$ cat config.mk
export PLATFORM = sky130hd
export DESIGN_NAME = bank_switch_mapper_scanline_irq
export DESIGN_NICKNAME = d
export VERILOG_FILES = /design/src/rtl/bsm_pkg.sv /design/src/rtl/bsm_cfg_regs.sv /design/src/rtl/bsm_core.sv /design/src/rtl/bank_switch_mapper_scanline_irq.sv
export VERILOG_INCLUDE_DIRS = /design/src /design/src/rtl
export SDC_FILE = /design/constraint.sdc
export NUM_CORES = 1
export LEC_CHECK = 0
export BUFFER_PORTS_ARGS = -buffer_cell sky130_fd_sc_hd__buf_2
export CORE_MARGIN = 2
export CORE_UTILIZATION = 40
export CTS_CLUSTER_SIZE = 25
export DETAILED_ROUTE_END_ITERATION = 10
export PLACE_DENSITY = 0.66
export RECOVER_POWER = 50
export SYNTH_ARGS = -nofsm -noshare
export SYNTH_HDL_FRONTEND = slang
export SYNTH_HIERARCHICAL = 1
export SYNTH_SLANG_ARGS = --single-unit
$ cat constraint.sdc
create_clock -name clk -period 5.6 [get_ports clk]
set_clock_uncertainty 0.15 [all_clocks]
set_input_delay 1.12 -clock clk [delete_from_list [all_inputs] [get_ports clk]]
set_output_delay 1.12 -clock clk [all_outputs]
set_load 0.05 [all_outputs]
$ cat src/rtl/bank_switch_mapper_scanline_irq_defines.svh
// Assertion macros for the bank-switching mapper.
// Used by the top level only; expects clk and arst_n in scope.
`ifndef BANK_SWITCH_MAPPER_SCANLINE_IRQ_DEFINES_SVH
`define BANK_SWITCH_MAPPER_SCANLINE_IRQ_DEFINES_SVH

// same-cycle implication, checked outside reset
`define BSM_ASSERT_IMPL(label, ante, cons, msg) \
	label: assert property (@(posedge clk) disable iff (!arst_n) (ante) |-> (cons)) \
		else $error(msg);

// next-cycle implication, checked outside reset
`define BSM_ASSERT_NEXT(label, ante, cons, msg) \
	label: assert property (@(posedge clk) disable iff (!arst_n) (ante) |=> (cons)) \
		else $error(msg);

`endif

$ cat src/rtl/bsm_pkg.sv
// Shared types and codes for the bank-switching mapper.
// No dependencies; imported by every module of the block.
`timescale 1ns / 1ps

package bsm_pkg;

	// access codes
	localparam logic [2:0] FUNC_CPU_RD   = 3'd0;
	localparam logic [2:0] FUNC_CPU_WR   = 3'd1;
	localparam logic [2:0] FUNC_PPU_RD   = 3'd2;
	localparam logic [2:0] FUNC_PPU_WR   = 3'd3;
	localparam logic [2:0] FUNC_SCANLINE = 3'd4;

	// CPU write windows, addr[14:13] above $8000
	localparam logic [1:0] WIN_BANK   = 2'd0;
	localparam logic [1:0] WIN_MIRROR = 2'd1;
	localparam logic [1:0] WIN_IRQ_LD = 2'd2;
	localparam logic [1:0] WIN_IRQ_EN = 2'd3;

	// mirroring codes
	localparam logic [1:0] MIRROR_HW   = 2'd0;
	localparam logic [1:0] MIRROR_VERT = 2'd1;
	localparam logic [1:0] MIRROR_HORZ = 2'd2;

	// configuration register indexes (paddr[2])
	localparam logic REG_PRG_BANK_COUNT = 1'b0;
	localparam logic REG_CHR_BANK_COUNT = 1'b1;

	localparam int PADDR_W = 3;

	localparam logic [5:0] PRG_COUNT_RESET = 6'd32;
	localparam logic [7:0] CHR_COUNT_RESET = 8'd0;

	typedef struct packed {
		logic [2:0]  func;
		logic [15:0] addr;
		logic [7:0]  data;
	} in_word_t;

	typedef struct packed {
		logic        handled;
		logic [18:0] mapped_addr;
		logic [1:0]  mirror_mode;
		logic        irq_pending;
	} out_word_t;

	typedef struct packed {
		logic [5:0] prg_bank_count;
		logic [7:0] chr_bank_count;
	} cfg_t;

endpackage

$ cat src/rtl/bsm_cfg_regs.sv
// APB configuration registers of the mapper: program and character bank counts.
// Depends on bsm_pkg.
`timescale 1ns / 1ps

module bsm_cfg_regs
	import bsm_pkg::*;
(
	input  logic               clk,
	input  logic               arst_n,
	input  logic               psel,
	input  logic               penable,
	input  logic               pwrite,
	input  logic [PADDR_W-1:0] paddr,
	input  logic [31:0]        pwdata,
	output logic [31:0]        prdata,
	output logic               pready,
	output cfg_t               cfg
);

	logic [5:0] prg_count_q;
	logic [7:0] chr_count_q;
	logic       wr_en;

	assign pready = 1'b1;
	assign wr_en  = psel && penable && pwrite;

	always_ff @(posedge clk or negedge arst_n) begin
		if (!arst_n) begin
			prg_count_q <= PRG_COUNT_RESET;
			chr_count_q <= CHR_COUNT_RESET;
		end else if (wr_en) begin
			if (paddr[2] == REG_PRG_BANK_COUNT) begin
				prg_count_q <= pwdata[5:0];
			end else begin
				chr_count_q <= pwdata[7:0];
			end
		end
	end

	always_comb begin
		if (paddr[2] == REG_CHR_BANK_COUNT) begin
			prdata = {24'd0, chr_count_q};
		end else begin
			prdata = {26'd0, prg_count_q};
		end
	end

	assign cfg.prg_bank_count = prg_count_q;
	assign cfg.chr_bank_count = chr_count_q;

endmodule

$ cat src/rtl/bsm_core.sv
// Mapper state (bank registers, mirroring, scanline IRQ) and address mapping.
// Forms one result word per item from the current state; depends on bsm_pkg.
`timescale 1ns / 1ps

module bsm_core
	import bsm_pkg::*;
(
	input  logic      clk,
	input  logic      arst_n,
	input  cfg_t      cfg,
	input  in_word_t  item,
	input  logic      fire,
	output out_word_t result
);

	logic [7:0] bank_select_q;
	logic [7:0] bank_regs_q [8];
	logic [1:0] mirror_q;
	logic [7:0] irq_latch_q;
	logic [7:0] irq_counter_q;
	logic       irq_reload_q;
	logic       irq_enable_q;
	logic       irq_active_q;

	logic [1:0] mirror_d;
	logic [7:0] irq_counter_d;
	logic       irq_reload_d;
	logic       irq_enable_d;
	logic       irq_active_d;
	logic [7:0] scan_count;

	logic       odd;
	logic       wr_sel;
	logic       wr_bank;
	logic [5:0] last_bank;
	logic [5:0] fixed1;
	logic [5:0] fixed2;
	logic [5:0] prg_bank;
	logic       swap_prg;
	logic [12:0] chr_a;
	logic [7:0] chr_bank;
	logic [2:0] chr_idx;
	logic [18:0] prg_off;
	logic [18:0] chr_off;
	logic       ppu_in_range;

	assign odd    = item.addr[0];
	assign wr_sel = (item.func == FUNC_CPU_WR) && item.addr[15];
	// even $8000 picks the register, odd $8001 writes it
	assign wr_bank = wr_sel && (item.addr[14:13] == WIN_BANK);

	// program mapping: fixed banks wrap in six bank lines
	assign last_bank = {cfg.prg_bank_count[4:0], 1'b0};
	assign fixed1    = last_bank - 6'd1;
	assign fixed2    = last_bank - 6'd2;
	assign swap_prg  = bank_select_q[6];

	always_comb begin
		case (item.addr[14:13])
			2'd0:    prg_bank = swap_prg ? fixed2 : bank_regs_q[6][5:0];
			2'd1:    prg_bank = bank_regs_q[7][5:0];
			2'd2:    prg_bank = swap_prg ? bank_regs_q[6][5:0] : fixed2;
			default: prg_bank = fixed1;
		endcase
	end
	assign prg_off = {prg_bank, item.addr[12:0]};

	// character mapping: swap pattern table halves when inverted
	assign chr_a   = {item.addr[12] ^ bank_select_q[7], item.addr[11:0]};
	assign chr_idx = {1'b0, chr_a[11:10]} + 3'd2;
	always_comb begin
		if (!chr_a[12]) begin
			if (!chr_a[11]) begin
				chr_bank = {bank_regs_q[0][7:1], chr_a[10]};
			end else begin
				chr_bank = {bank_regs_q[1][7:1], chr_a[10]};
			end
		end else begin
			chr_bank = bank_regs_q[chr_idx];
		end
	end
	assign chr_off      = {1'b0, chr_bank, chr_a[9:0]};
	assign ppu_in_range = (item.addr[15:13] == 3'd0);

	// next state of mirroring and IRQ
	assign scan_count = ((irq_counter_q == 8'd0) || irq_reload_q) ? irq_latch_q
		: irq_counter_q - 8'd1;

	always_comb begin
		mirror_d      = mirror_q;
		irq_counter_d = irq_counter_q;
		irq_reload_d  = irq_reload_q;
		irq_enable_d  = irq_enable_q;
		irq_active_d  = irq_active_q;
		if (wr_sel) begin
			case (item.addr[14:13])
				WIN_MIRROR: begin
					if (!odd) begin
						mirror_d = item.data[0] ? MIRROR_HORZ : MIRROR_VERT;
					end
				end
				WIN_IRQ_LD: begin
					if (odd) begin
						irq_counter_d = 8'd0;
						irq_reload_d  = 1'b1;
					end
				end
				WIN_IRQ_EN: begin
					if (odd) begin
						irq_enable_d = 1'b1;
					end else begin
						irq_enable_d = 1'b0;
						irq_active_d = 1'b0;
					end
				end
				default: ;
			endcase
		end else if (item.func == FUNC_SCANLINE) begin
			irq_counter_d = scan_count;
			irq_reload_d  = 1'b0;
			if ((scan_count == 8'd0) && irq_enable_q) begin
				irq_active_d = 1'b1;
			end
		end
	end

	always_comb begin
		result.handled     = 1'b0;
		result.mapped_addr = '0;
		case (item.func)
			FUNC_CPU_RD: begin
				if (item.addr[15]) begin
					result.handled     = 1'b1;
					result.mapped_addr = prg_off;
				end
			end
			FUNC_PPU_RD: begin
				if (ppu_in_range) begin
					result.handled     = 1'b1;
					result.mapped_addr = chr_off;
				end
			end
			FUNC_PPU_WR: begin
				if (ppu_in_range && (cfg.chr_bank_count == 8'd0)) begin
					result.handled     = 1'b1;
					result.mapped_addr = chr_off;
				end
			end
			default: ;
		endcase
		result.mirror_mode = mirror_d;
		result.irq_pending = irq_active_d;
	end

	always_ff @(posedge clk or negedge arst_n) begin
		if (!arst_n) begin
			bank_select_q <= '0;
			for (int i = 0; i < 8; i++) begin
				bank_regs_q[i] <= '0;
			end
			mirror_q      <= MIRROR_HW;
			irq_latch_q   <= '0;
			irq_counter_q <= '0;
			irq_reload_q  <= 1'b0;
			irq_enable_q  <= 1'b0;
			irq_active_q  <= 1'b0;
		end else if (fire) begin
			if (wr_bank && !odd) begin
				bank_select_q <= item.data;
			end
			if (wr_bank && odd) begin
				bank_regs_q[bank_select_q[2:0]] <= item.data;
			end
			if (wr_sel && (item.addr[14:13] == WIN_IRQ_LD) && !odd) begin
				irq_latch_q <= item.data;
			end
			mirror_q      <= mirror_d;
			irq_counter_q <= irq_counter_d;
			irq_reload_q  <= irq_reload_d;
			irq_enable_q  <= irq_enable_d;
			irq_active_q  <= irq_active_d;
		end
	end

endmodule

$ cat src/rtl/bank_switch_mapper_scanline_irq.sv
// Bank-switching cartridge mapper with scanline IRQ counter.
// Usage:
//   Input channel in_valid/in_stall/in_word carries one access word: CPU read,
//   CPU write, PPU read, PPU write or scanline tick, with address and data.
//   Output channel out_valid/out_stall/out_word returns one result word per
//   access: handled flag, mapped byte offset, mirroring and IRQ request as
//   they stand after that access.
//   Throughput is one word per cycle unless the receiver stalls. The accepted
//   word lands in the input register, and its result moves on into the output
//   register, where out_valid rises, once it is free. All mapping and state
//   update is a single pass of mux logic between those two registers.
//   When the receiver stalls, the output word holds; the input register still
//   fills behind it, and in_stall rises only when both are full.
//   Reset clears all bank, mirroring and IRQ state, empties both registers
//   and sets prg_bank_count to 32, chr_bank_count to 0.
//   APB registers: 0x0 prg_bank_count, 0x4 chr_bank_count; write them idle.
// Depends on bsm_pkg, bsm_cfg_regs, bsm_core and the defines header.
`timescale 1ns / 1ps
`include "bank_switch_mapper_scanline_irq_defines.svh"

module bank_switch_mapper_scanline_irq
	import bsm_pkg::*;
(
	input  logic               clk,
	input  logic               arst_n,
	input  logic               psel,
	input  logic               penable,
	input  logic               pwrite,
	input  logic [PADDR_W-1:0] paddr,
	input  logic [31:0]        pwdata,
	output logic [31:0]        prdata,
	output logic               pready,
	input  logic               in_valid,
	output logic               in_stall,
	input  in_word_t           in_word,
	output logic               out_valid,
	input  logic               out_stall,
	output out_word_t          out_word
);

	cfg_t      cfg;
	in_word_t  item_s1;
	logic      valid_s1;
	out_word_t result;
	out_word_t out_q;
	logic      out_valid_q;
	logic      out_free;
	logic      fire;
	logic      in_take;

	bsm_cfg_regs u_cfg (
		.clk     (clk),
		.arst_n  (arst_n),
		.psel    (psel),
		.penable (penable),
		.pwrite  (pwrite),
		.paddr   (paddr),
		.pwdata  (pwdata),
		.prdata  (prdata),
		.pready  (pready),
		.cfg     (cfg)
	);

	bsm_core u_core (
		.clk    (clk),
		.arst_n (arst_n),
		.cfg    (cfg),
		.item   (item_s1),
		.fire   (fire),
		.result (result)
	);

	assign out_free = !out_valid_q || !out_stall;
	assign fire     = valid_s1 && out_free;
	assign in_stall = valid_s1 && !out_free;
	assign in_take  = in_valid && !in_stall;

	always_ff @(posedge clk or negedge arst_n) begin
		if (!arst_n) begin
			valid_s1 <= 1'b0;
		end else if (in_take) begin
			valid_s1 <= 1'b1;
		end else if (fire) begin
			valid_s1 <= 1'b0;
		end
	end

	always_ff @(posedge clk) begin
		if (in_take) begin
			item_s1 <= in_word;
		end
	end

	always_ff @(posedge clk or negedge arst_n) begin
		if (!arst_n) begin
			out_valid_q <= 1'b0;
		end else if (out_free) begin
			out_valid_q <= valid_s1;
		end
	end

	// hold the result word while stalled
	always_ff @(posedge clk) begin
		if (fire) begin
			out_q <= result;
		end
	end

	assign out_valid = out_valid_q;
	assign out_word  = out_q;

	`BSM_ASSERT_IMPL(a_unhandled_zero, out_valid_q && !out_q.handled, out_q.mapped_addr == 19'd0, "unhandled result carries a nonzero address")
	`BSM_ASSERT_NEXT(a_s1_held, valid_s1 && !out_free, valid_s1, "stalled input word lost")
	`BSM_ASSERT_NEXT(a_fire_fills_out, fire, out_valid_q, "processed word did not reach output")

endmodule
== Yosys cells after proc, flatten, opt, wreduce, memory -nomap -nowiden ==
Index checks and enable logic that the tools add are counted.
Storage, ports and cells
  flip-flop bits (word level): 159
  bits in latches: 0
  RAM bits: 0
  ROM bits: 0
  input bits: 69
  output and inout bits: 58
  word-level logic and storage cells: 119
  memories kept: 0
Operators by class
  add/sub/neg operators: 4
  multiply operators: 0
  divide/modulo/power cells: 0
  magnitude comparators: 3
  equal/unequal tests: 9
  shift operators: 0
  muxes and demuxes: 37
  bitwise logic cells: 4
  reduce and logical (&&, ||, !) cells: 36
Operators with widths (number)
  8-bit two-way mux: 11
  64-bit bitwise mux: 1
  20-bit two-way mux: 3
  20-bit one-hot mux with 3 select lines: 1
  8-bit binary-select mux with 3-bit select: 1
  8-bit demux with 3-bit select: 1
  8-bit zero test: 3
  6-bit one-hot mux with 3 select lines: 1
  1-bit logical AND: 14
  1-bit two-way mux: 12
  6-bit two-way mux: 2
  2-bit AND reduction: 5
  4-bit >= comparator, second input constant: 2
  2-bit two-way mux: 4
  3-bit NOT with 4-bit output: 2
  8-bit by 1-bit subtractor with 8-bit output, second input constant: 1
  3-bit by 2-bit equality test with 1-bit output, second input constant: 2
  3-bit zero test: 2
  6-bit by 1-bit subtractor with 6-bit output, second input constant: 1
  6-bit by 2-bit subtractor with 6-bit output, second input constant: 1
  1-bit zero test: 5
  2-bit equality test, second input constant: 2
  4-bit by 1-bit less-than comparator with 1-bit output, second input constant: 1
  2-bit != test, second input constant: 2
  other kinds (11): 13

== Logic depth before layout (Yosys ltp) ==
Gate-level depths: netlist (run 1).
  word-level depth: 8
  depth in mapped cells: 8
  depth with buffers taken out: 7

== By module ==
Netlist (run 1), hierarchy kept.
Modules (own cells, without submodules)
  bsm_core: times used 1, cells each 402, area each 4541.9 sq um
  bank_switch_mapper_scanline_irq: times used 1, cells each 58, area each 1594.0 sq um
  bsm_cfg_regs: times used 1, cells each 66, area each 843.3 sq um

== Worst setup path after synthesis (run 1) ==
No wires, ideal clock.
  kind: input port to flip-flop
  start: input port out_stall
  end: register u_core/bank_regs_q[57] (netlist name)
  setup time: 125 ps
  data arrival time: 4376 ps
  data required time: 5325 ps
  setup slack: 949 ps
  stages: 7
  path through: a21boi_0 -> clkbuf_1 -> and3_1 -> nand3b_2 -> or3_1 -> buf_4 -> mux2_4
On the way
  cells in the longest elaborated chain, start to end: 4
Ends and longest elaborated chain
  start: declaration: RTL line bank_switch_mapper_scanline_irq.sv:37  | input logic out_stall,
  1-bit zero test: RTL line bank_switch_mapper_scanline_irq.sv:73  | assign out_free = !out_valid_q || !out_stall;
  1-bit logical OR: RTL line bank_switch_mapper_scanline_irq.sv:73
  1-bit logical AND: RTL line bank_switch_mapper_scanline_irq.sv:74  | assign fire = valid_s1 && out_free;
  2-bit AND reduction (no source line)
  end signal: indexed assignment: RTL line bsm_core.sv:172  | bank_regs_q[bank_select_q[2:0]] <= item.data;
  end: declaration: RTL line bsm_core.sv:17  | logic [7:0] bank_regs_q [8];
Every way passes these cells.
A chain may end at the register's enable or synchronous reset.

== Worst setup path in the final report (run 1) ==
  start: input port out_stall
  end: register u_core.irq_counter_q[2]
On the way
  cells in the longest elaborated chain, start to end: 4
Ends and longest elaborated chain
  1-bit zero test: RTL line bank_switch_mapper_scanline_irq.sv:73
  1-bit logical OR: RTL line bank_switch_mapper_scanline_irq.sv:73
  1-bit logical AND: RTL line bank_switch_mapper_scanline_irq.sv:74
  net fire: RTL line bank_switch_mapper_scanline_irq.sv:48  | logic fire;
  4-bit AND reduction (no source line)
  end signal: assignment: RTL line bsm_core.sv:178  | irq_counter_q <= irq_counter_d;
  end: declaration: RTL line bsm_core.sv:20  | logic [7:0] irq_counter_q;
The timed path passes the listed nets, and every way through them passes these cells.

==> summary.md, run 1 <==
| Metric | Value |
|---|---|
| Die H | `136 um` |
| Die area | `18500 sq um` |
| CTS tree | `done` |
| Synthesis warning total | `6` |
| # fillers | `1586` |
| Worst reg-to-reg setup slack | `1920 ps` |
| Outcome | `finished with violations` |
| Leakage dissipation | `3.59 nW` |
| Area grow syn2layout | `14.8%` |
| Hold Violations, Final | `0` |
| Reg2reg end | `u_core/irq_counter_q[2]$_DFFE_PN0P_` |
| Largest net degree at the start of global routing | `63` |
| R2r worst-path depth | `6` |
| Sequential cell area | `4010 sq um` |
| Worst Tran Pin Value | `2160 ps` |
| Fin crit period | `4050 ps` |
| Max Cap Viol | `2` |
| Max Clock Freq | `247 MHz` |
| PwrDens | `383 nW/um^2` |
| Top-count cell post-synth | `dfrtp_1` |
| Post-CTS Setup Inserts | `0` |
| Sequential area share after synthesis | `57.4%` |
| Slowest cell on crit path | `clkbuf_1` |
| Post-detail-place hpwl | `10300 um` |
| DP Area | `7480 sq um` |
| Vias per cell | `5.30` |
| Cts hold-fix bufs | `0` |
| Grt ovf | `0` |
| Hold Path Class | `reg -> reg` |
| Die Wd | `136 um` |
| Post-synth top area share | `35.5%` |
| Slew margin rel. | `-44.2%` |
| WL per Instance | `17.5 um` |
| Post-synthesis register bit count | `150` |
| Syn Inst Count | `526` |
| Final period util | `72.3%` |
| Most used DFF post-synth | `dfrtp_1` |
| Routability Congestion | `0.841` |
| First-pass GRT wire length | `24200 um` |
| Core Rows | `48` |
| CP Max Fanout | `31` |
| Max incr delay on CP | `1270 ps` |
| Max IR drop VDD | `0.214 mV` |
| Detailed Route WL | `14700 um` |
| # DRC | `0` |
| Synth async-reset ratio | `66.7%` |
| RSZ-0062 raised after global routing | `no` |
| CTS Buf Count | `17` |
| Core Footprint | `17200 sq um` |
| Area of the multi-input gates | `2690 sq um` |
| DRT Pass-1 Iters | `5` |
| Vias in the first global route | `4672` |
| Synthesized cell area | `6980 sq um` |
| Critical path launch point | `out_stall` |
| CP Cell Sequence | `clkbuf_1 -> a21boi_0 -> clkbuf_1 -> nand3_1 -> o31a_1 -> o21ai_0 -> o21ai_0` |
| Worst-case clock buffer depth | `2` |
| DR vias | `4449` |
| Root buf cell | `clkbuf_16` |
| Fraction of layout cells with a size suffix above 1 | `35.9%` |
| CP arrival | `4180 ps` |
| Most instantiated cells after synthesis | `99 x dfrtp_1, 87 x mux2_2, 50 x edfxtp_1` |
| Worst Setup EP | `u_core/irq_counter_q[2]$_DFFE_PN0P_` |
| Worst-Skew Late Latency | `430 ps` |
| Clk sink count | `150` |
| Worst setup SP type | `input port` |
| Post-DRT Antenna Nets | `0` |
| Final Instance Area | `8010 sq um` |
| Post_cts resized | `0` |
| Dpl cells | `808` |
| Nets | `674` |
| CP delay by family, top | `buffers and inverters` |
| Nature of the critical path endpoint | `flop` |
| Hold WS | `331 ps` |
| Final setup TNS | `0 ps` |
| Initial antenna violation count | `0` |
| Worst R2R Start | `out_valid$_DFFE_PN0P_` |
| Count of non-filler cells in the finished layout | `840` |
| Area leader, netlist | `dfrtp_1` |
| Final setup violation count | `0` |
| Initial DRC count | `237` |
| GRT Total Usage | `17.3%` |
| Failing checks | `max-capacitance violations, max-slew violations` |
| Area contributors post-synth | `dfrtp_1 35%, edfxtp_1 22%, mux2_2 14%` |
| Levels on crit path | `7` |
| N_diodes | `0` |
| Port Buffers | `75` |
| Final-report max-slew violation count | `72` |
| Number of flops mapped to enable cells by yosys | `50` |
| Ports | `127` |
| Mapped Avg Cell Area | `13.3 sq um` |
| CTS HTree Levels | `4` |
| Overall Power | `3.07 mW` |
| CP Data Required Time | `5730 ps` |
| CTS clock-pin slew for the worst setup and hold paths | `60 ps` |
| Crit path kind | `in -> reg` |
| Initial Utilization | `40.6%` |
| Critical path buffers and inverters | `2` |
| Yosys cell types | `63` |
-- worst reg2reg max path: stages, from the launching register on --
cell and delay [ps]:
dfrtp_1 400, a21boi_0 250, clkbuf_1 1270, nand3_1 780, o31a_1 410, o21ai_0 190, o21ai_0 100
-- power by group --
part           total (mW)  internal [mW]  switching [mW]
logic               0.606          0.224           0.382
registers            1.35           1.24           0.109
clock network        1.11          0.675           0.435
total                3.07           2.14           0.926
-- routing by layer --
| metal | vias to the layer above | global-route usage, % | share of wire (%) |
|---|---|---|---|
| met4 | 0 | 8.97 | 3.0 |
| met5 | - | 0 | 0 |
| met3 | 25 | 3.54 | 3.4 |
| met2 | 124 | 29.4 | 52 |
| li1 | 2032 | - | - |
| met1 | 2268 | 20.7 | 42 |
-- how the worst min path moves through the flow --
stage	to	cells after the start	start	slack, ps
floorplan	u_core/irq_active_q$_DFFE_PN0P_	2	u_core/irq_active_q$_DFFE_PN0P_	320
global placement	out_valid$_DFFE_PN0P_	1	valid_s1$_DFFE_PN0P_	330
detailed placement	out_valid$_DFFE_PN0P_	1	valid_s1$_DFFE_PN0P_	340
CTS	out_valid$_DFFE_PN0P_	1	valid_s1$_DFFE_PN0P_	350
global route	out_valid$_DFFE_PN0P_	1	valid_s1$_DFFE_PN0P_	360
finish	out_valid$_DFFE_PN0P_	1	valid_s1$_DFFE_PN0P_	330
-- cell usage in the layout, fill, tap and decap left out, types with 3 or more instances in the layout --
master and count:
clkbuf_16 19, o21ai_0 27, buf_2 72, o2bb2ai_1 3, nand2b_1 4, nand2_1 22
or4_1 4, nor2_1 19, and3_1 3, nor2_2 7, nand3_1 6, or3_1 3
mux2i_1 18, mux2_4 7, a22oi_1 4, nor2b_1 11, nand4_1 3, clkinv_2 4
mux2_2 86, xor2_1 3, clkbuf_1 6, buf_4 3, inv_1 15, o31a_1 3
mux4_2 7, nor3_1 10, dfrtp_1 99, o22ai_1 6, conb_1 25, ha_1 3
a21oi_1 16, edfxtp_1 50
-- kinds of logic after synthesis --
group,Yosys count,synth area share (%)
adders and majority gates,3,0.538
AOI/OAI and AO/OA,75,6.65
other,2,0.108
buffers and inverters,60,4.84
xor gates and xnor gates,4,0.502
DFF,150,57.4
and+or+nand+nor,113,9.59
muxes,119,20.4
-- metrics by stage --
stage | util (%) | setup slack [ps]
detailed placement | 43.5 | 2360
global placement | 43.5 | 2410
finish | 46.7 | 1550
floorplan | - | 949
CTS | 46.9 | 2380
global route | 46.7 | 1190
-- layout make-up --
class / instances / area share [%]
Clock buffer: 22 / 6.20
Clock inverter: 10 / 1.11
Inverter: 15 / 0.703
Multi-Input combinational cell: 339 / 33.5
Sequential cell: 150 / 50.0
Tap cell: 225 / 3.51
Timing Repair Buffer: 79 / 4.96
-- flip-flops by register name (all words and copies together), names as in the netlist, 2 cells and up --
name / cells
u_core/bank_regs_q: 58
item_s1: 27
out_word: 23
u_cfg/chr_count_q: 8
u_core/irq_counter_q: 8
u_core/irq_latch_q: 8
u_cfg/prg_count_q: 6
u_core/bank_select_q: 5
u_core/mirror_q: 2
Power figures use the tool's default switching activity.
==> run 2: changes to the inputs <==
Settings changed: ABC_AREA from default to 1, PLACE_DENSITY 0.66 to 0.68.
Clock period 5.6 ns to 3.3 ns, I/O delays scaled along.
==> run 2 against run 1 <==
  * The run still ends with max-capacitance violations, max-slew violations left
  * Critical path depth decreased by 2
  * Synthesized cell count increased by 41%
  * Worst setup slack got worse by 920 ps
  * Sequential share of layout area decreased by 0.19 points
  * Register-to-register slack got worse by 1000 ps
  * Critical path type is now in -> out
  * Largest cell class unchanged
==> summary.md, run 2 <==
| Metric | Value |
|---|---|
| Post-CTS Setup Inserts | `0` |
| Post-synthesis register bit count | `150` |
| Nets | `890` |
| Most instantiated cells after synthesis | `211 x nand2_1, 99 x dfrtp_1, 63 x inv_1` |
| CP arrival | `1860 ps` |
| Failing checks | `max-capacitance violations, max-slew violations` |
| Final period util | `81.0%` |
| DR vias | `5197` |
| Adder-Cell Fraction of Synth Area | `0.535%` |
| Grt ovf | `0` |
| Number of flops mapped to enable cells by yosys | `50` |
| Worst Tran Pin Value | `1630 ps` |
| Hold Path Class | `in -> reg` |
| Hold path endpoint | `item_s1[2]$_DFFE_PP_` |
| N_diodes | `0` |
| Area leader, netlist | `dfrtp_1` |
| Crit path kind | `in -> out` |
| DP Area | `7460 sq um` |
| Vias per cell | `4.92` |
| Leakage dissipation | `3.88 nW` |
| Core Rows | `48` |
| Final Instance Area | `8040 sq um` |
| Cts hold-fix bufs | `1` |
| Port Buffers | `75` |
| Final-report max-slew violation count | `28` |
| Worst setup SP type | `input port` |
| Worst-case clock buffer depth | `2` |
| CP Max Fanout | `18` |
| # DRC | `0` |
| PwrDens | `664 nW/um^2` |
| Commonest cells after routing, fill and taps aside | `211 x nand2_1, 99 x dfrtp_1, 73 x buf_2, 63 x inv_1` |
| Area grow syn2layout | `14.7%` |
| Yosys cell types | `44` |
| Synthesis warning total | `6` |
| Worst reg-to-reg setup slack | `880 ps` |
| First-pass GRT wire length | `24800 um` |
| Synth Area in Simple Gates | `20.2%` |
| Post_cts resized | `0` |
| Slew margin rel. | `-8.41%` |
| Hold Violations, Final | `0` |
| Commonest non-fill, non-tap cell in the layout | `nand2_1` |
| Routability Congestion | `0.780` |
| Mapped Avg Cell Area | `9.46 sq um` |
| Post-DRT Antenna Nets | `0` |
| Most used DFF post-synth | `dfrtp_1` |
| GRT Total Usage | `17.5%` |
| Clk sink count | `150` |
| Max Clock Freq | `374 MHz` |
| Worst R2R Start | `out_valid$_DFFE_PN0P_` |
| Final setup violation count | `0` |
| Critical path launch point | `paddr[2]` |
| Detailed Route WL | `15300 um` |
| Post-synth top area share | `35.3%` |
| Compound-gate portion of the synthesized area | `11.6%` |
| Post-synthesis mux area share | `0.857%` |
| Outcome | `finished with violations` |
| Ports | `127` |
| Sequential area share after synthesis | `57.1%` |
| Reg2reg end | `item_s1[3]$_DFFE_PP_` |
| Hold depth | `1` |
| Post-synthesis xor/xnor area fraction | `0.857%` |
| Largest net degree at the start of global routing | `48` |
| Fin crit period | `2670 ps` |
| Initial DRC count | `390` |
| Largest register FFs | `58` |
| Max IR drop VDD | `0.320 mV` |
| Initial Utilization | `40.7%` |
| Largest family of logic cells by synthesized area | `simple AND/OR/NAND/NOR gates` |
| Synth async-reset ratio | `66.7%` |
| Vias in the first global route | `4857` |
| Die H | `136 um` |
| Initial antenna violation count | `0` |
| Post-detail-place hpwl | `10400 um` |
| Max Cap Viol | `1` |
| Synthesized cell area | `7010 sq um` |
| Final setup TNS | `0 ps` |
| Die Wd | `136 um` |
| Fraction of layout cells with a size suffix above 1 | `16.7%` |
| Core Footprint | `17200 sq um` |
| Top-count cell post-synth | `nand2_1` |
| DRT Pass-1 Iters | `5` |
| Nature of the critical path endpoint | `primary output` |
| Area contributors post-synth | `dfrtp_1 35%, edfxtp_1 21%, nand2_1 11%` |
| Hold path startpoint | `in_word[2]` |
| CTS HTree Levels | `4` |
| CTS clock-pin slew for the worst setup and hold paths | `60 ps` |
| Register name with the most flops | `u_core/bank_regs_q` |
| CP Data Required Time | `2490 ps` |
| CTS tree | `done` |
| RSZ-0062 raised after global routing | `no` |
| Root buf cell | `clkbuf_16` |
| WL per Instance | `14.5 um` |
| CTS Buf Count | `17` |
| Worst-Skew Late Latency | `430 ps` |
| Die area | `18600 sq um` |
| R2r worst-path depth | `4` |
| Syn Inst Count | `741` |
==> run 2: changes by cell type after synthesis, moves of 8 or more <==
cell     delta
buf_6      +10
inv_1      +48
mux2_2     -87
mux2i_1    -12
nand2_1   +189
nand2_4     +8
nand3_1    +26
nor2_1     +36
nor2b_1    -11
nor3_1      -8
o21ai_0    +12
o21ai_1    +55
o21ai_2    +11
o22ai_1     +8
==> run 2: cell type report <==
| class | count | area (sq um) |
|---|---|---|
| fill | 1625 | 9190 |
| sequential | 150 | 4010 |
| multi-input combinational | 501 | 2470 |
| clock buffer | 23 | 458 |
| timing repair buffer | 81 | 422 |
| tap | 225 | 282 |
| inverter | 67 | 251 |
| clock inverter | 9 | 154 |
==> run 2: how the worst max path moves through the flow <==
stage	cells past startpoint	end	slack, ps
2_1_floorplan	8	u_core/irq_latch_q[5]$_DFFE_PN0P_	530
3_3_place_gp	7	u_core/irq_latch_q[0]$_DFFE_PN0P_	860
3_5_place_dp	7	u_core/irq_latch_q[1]$_DFFE_PN0P_	810
4_1_cts	5	out_word[19]$_DFFE_PP_	950
5_1_grt	5	prdata[1]	480
6_report	5	prdata[1]	630
==> run 2: per-stage QoR <==
| stage | utilization, % | instances | power (mW) | hold WS [ps] | setup slack [ps] |
|---|---|---|---|---|---|
| 6_report | 46.7 | 1056 | 5.34 | 258 | 628 |
| 5_1_grt | 46.7 | 1056 | 5.61 | 240 | 482 |
| 4_1_cts | 46.9 | 1056 | 5.39 | 241 | 952 |
| 3_5_place_dp | 43.3 | 1023 | 3.36 | 315 | 813 |
| 3_3_place_gp | 43.3 | 1023 | 3.34 | 301 | 857 |
| 2_1_floorplan | - | 764 | 3.11 | 214 | 530 |
==> run 2: worst max-delay path: stages <==
cell and delay [ps]:
clkbuf_1 540, inv_2 260, nand2_1 120, nand2_1 70
buf_2 210
==> run 2: kinds of logic (layout without fill, tap and decap cells) <==
kind of cell,after synthesis,count (layout)
flip-flops,150,150
XOR/XNOR,6,6
multiplexers,6,6
AND/OR/NAND/NOR,320,320
adder cells (fa/ha/maj),3,3
other,2,25
AO/OA/AOI/OAI,141,141
buffers and inverters,113,180
==> run 2: layer usage <==
layer | track usage [%] | vias up | part of all wire (%)
met2 | 28.3 | 159 | 50
met3 | 3.91 | 27 | 5.3
met4 | 7.64 | 0 | 2.5
li1 | - | 2541 | -
met1 | 22.5 | 2470 | 43
met5 | 0 | - | 0
==> run 2: where the power goes <==
part,internal [mW],leakage [nW],switching (mW)
logic,0.326,1.75,0.795
clock network,1.28,0.291,0.729
registers,2.10,1.84,0.111
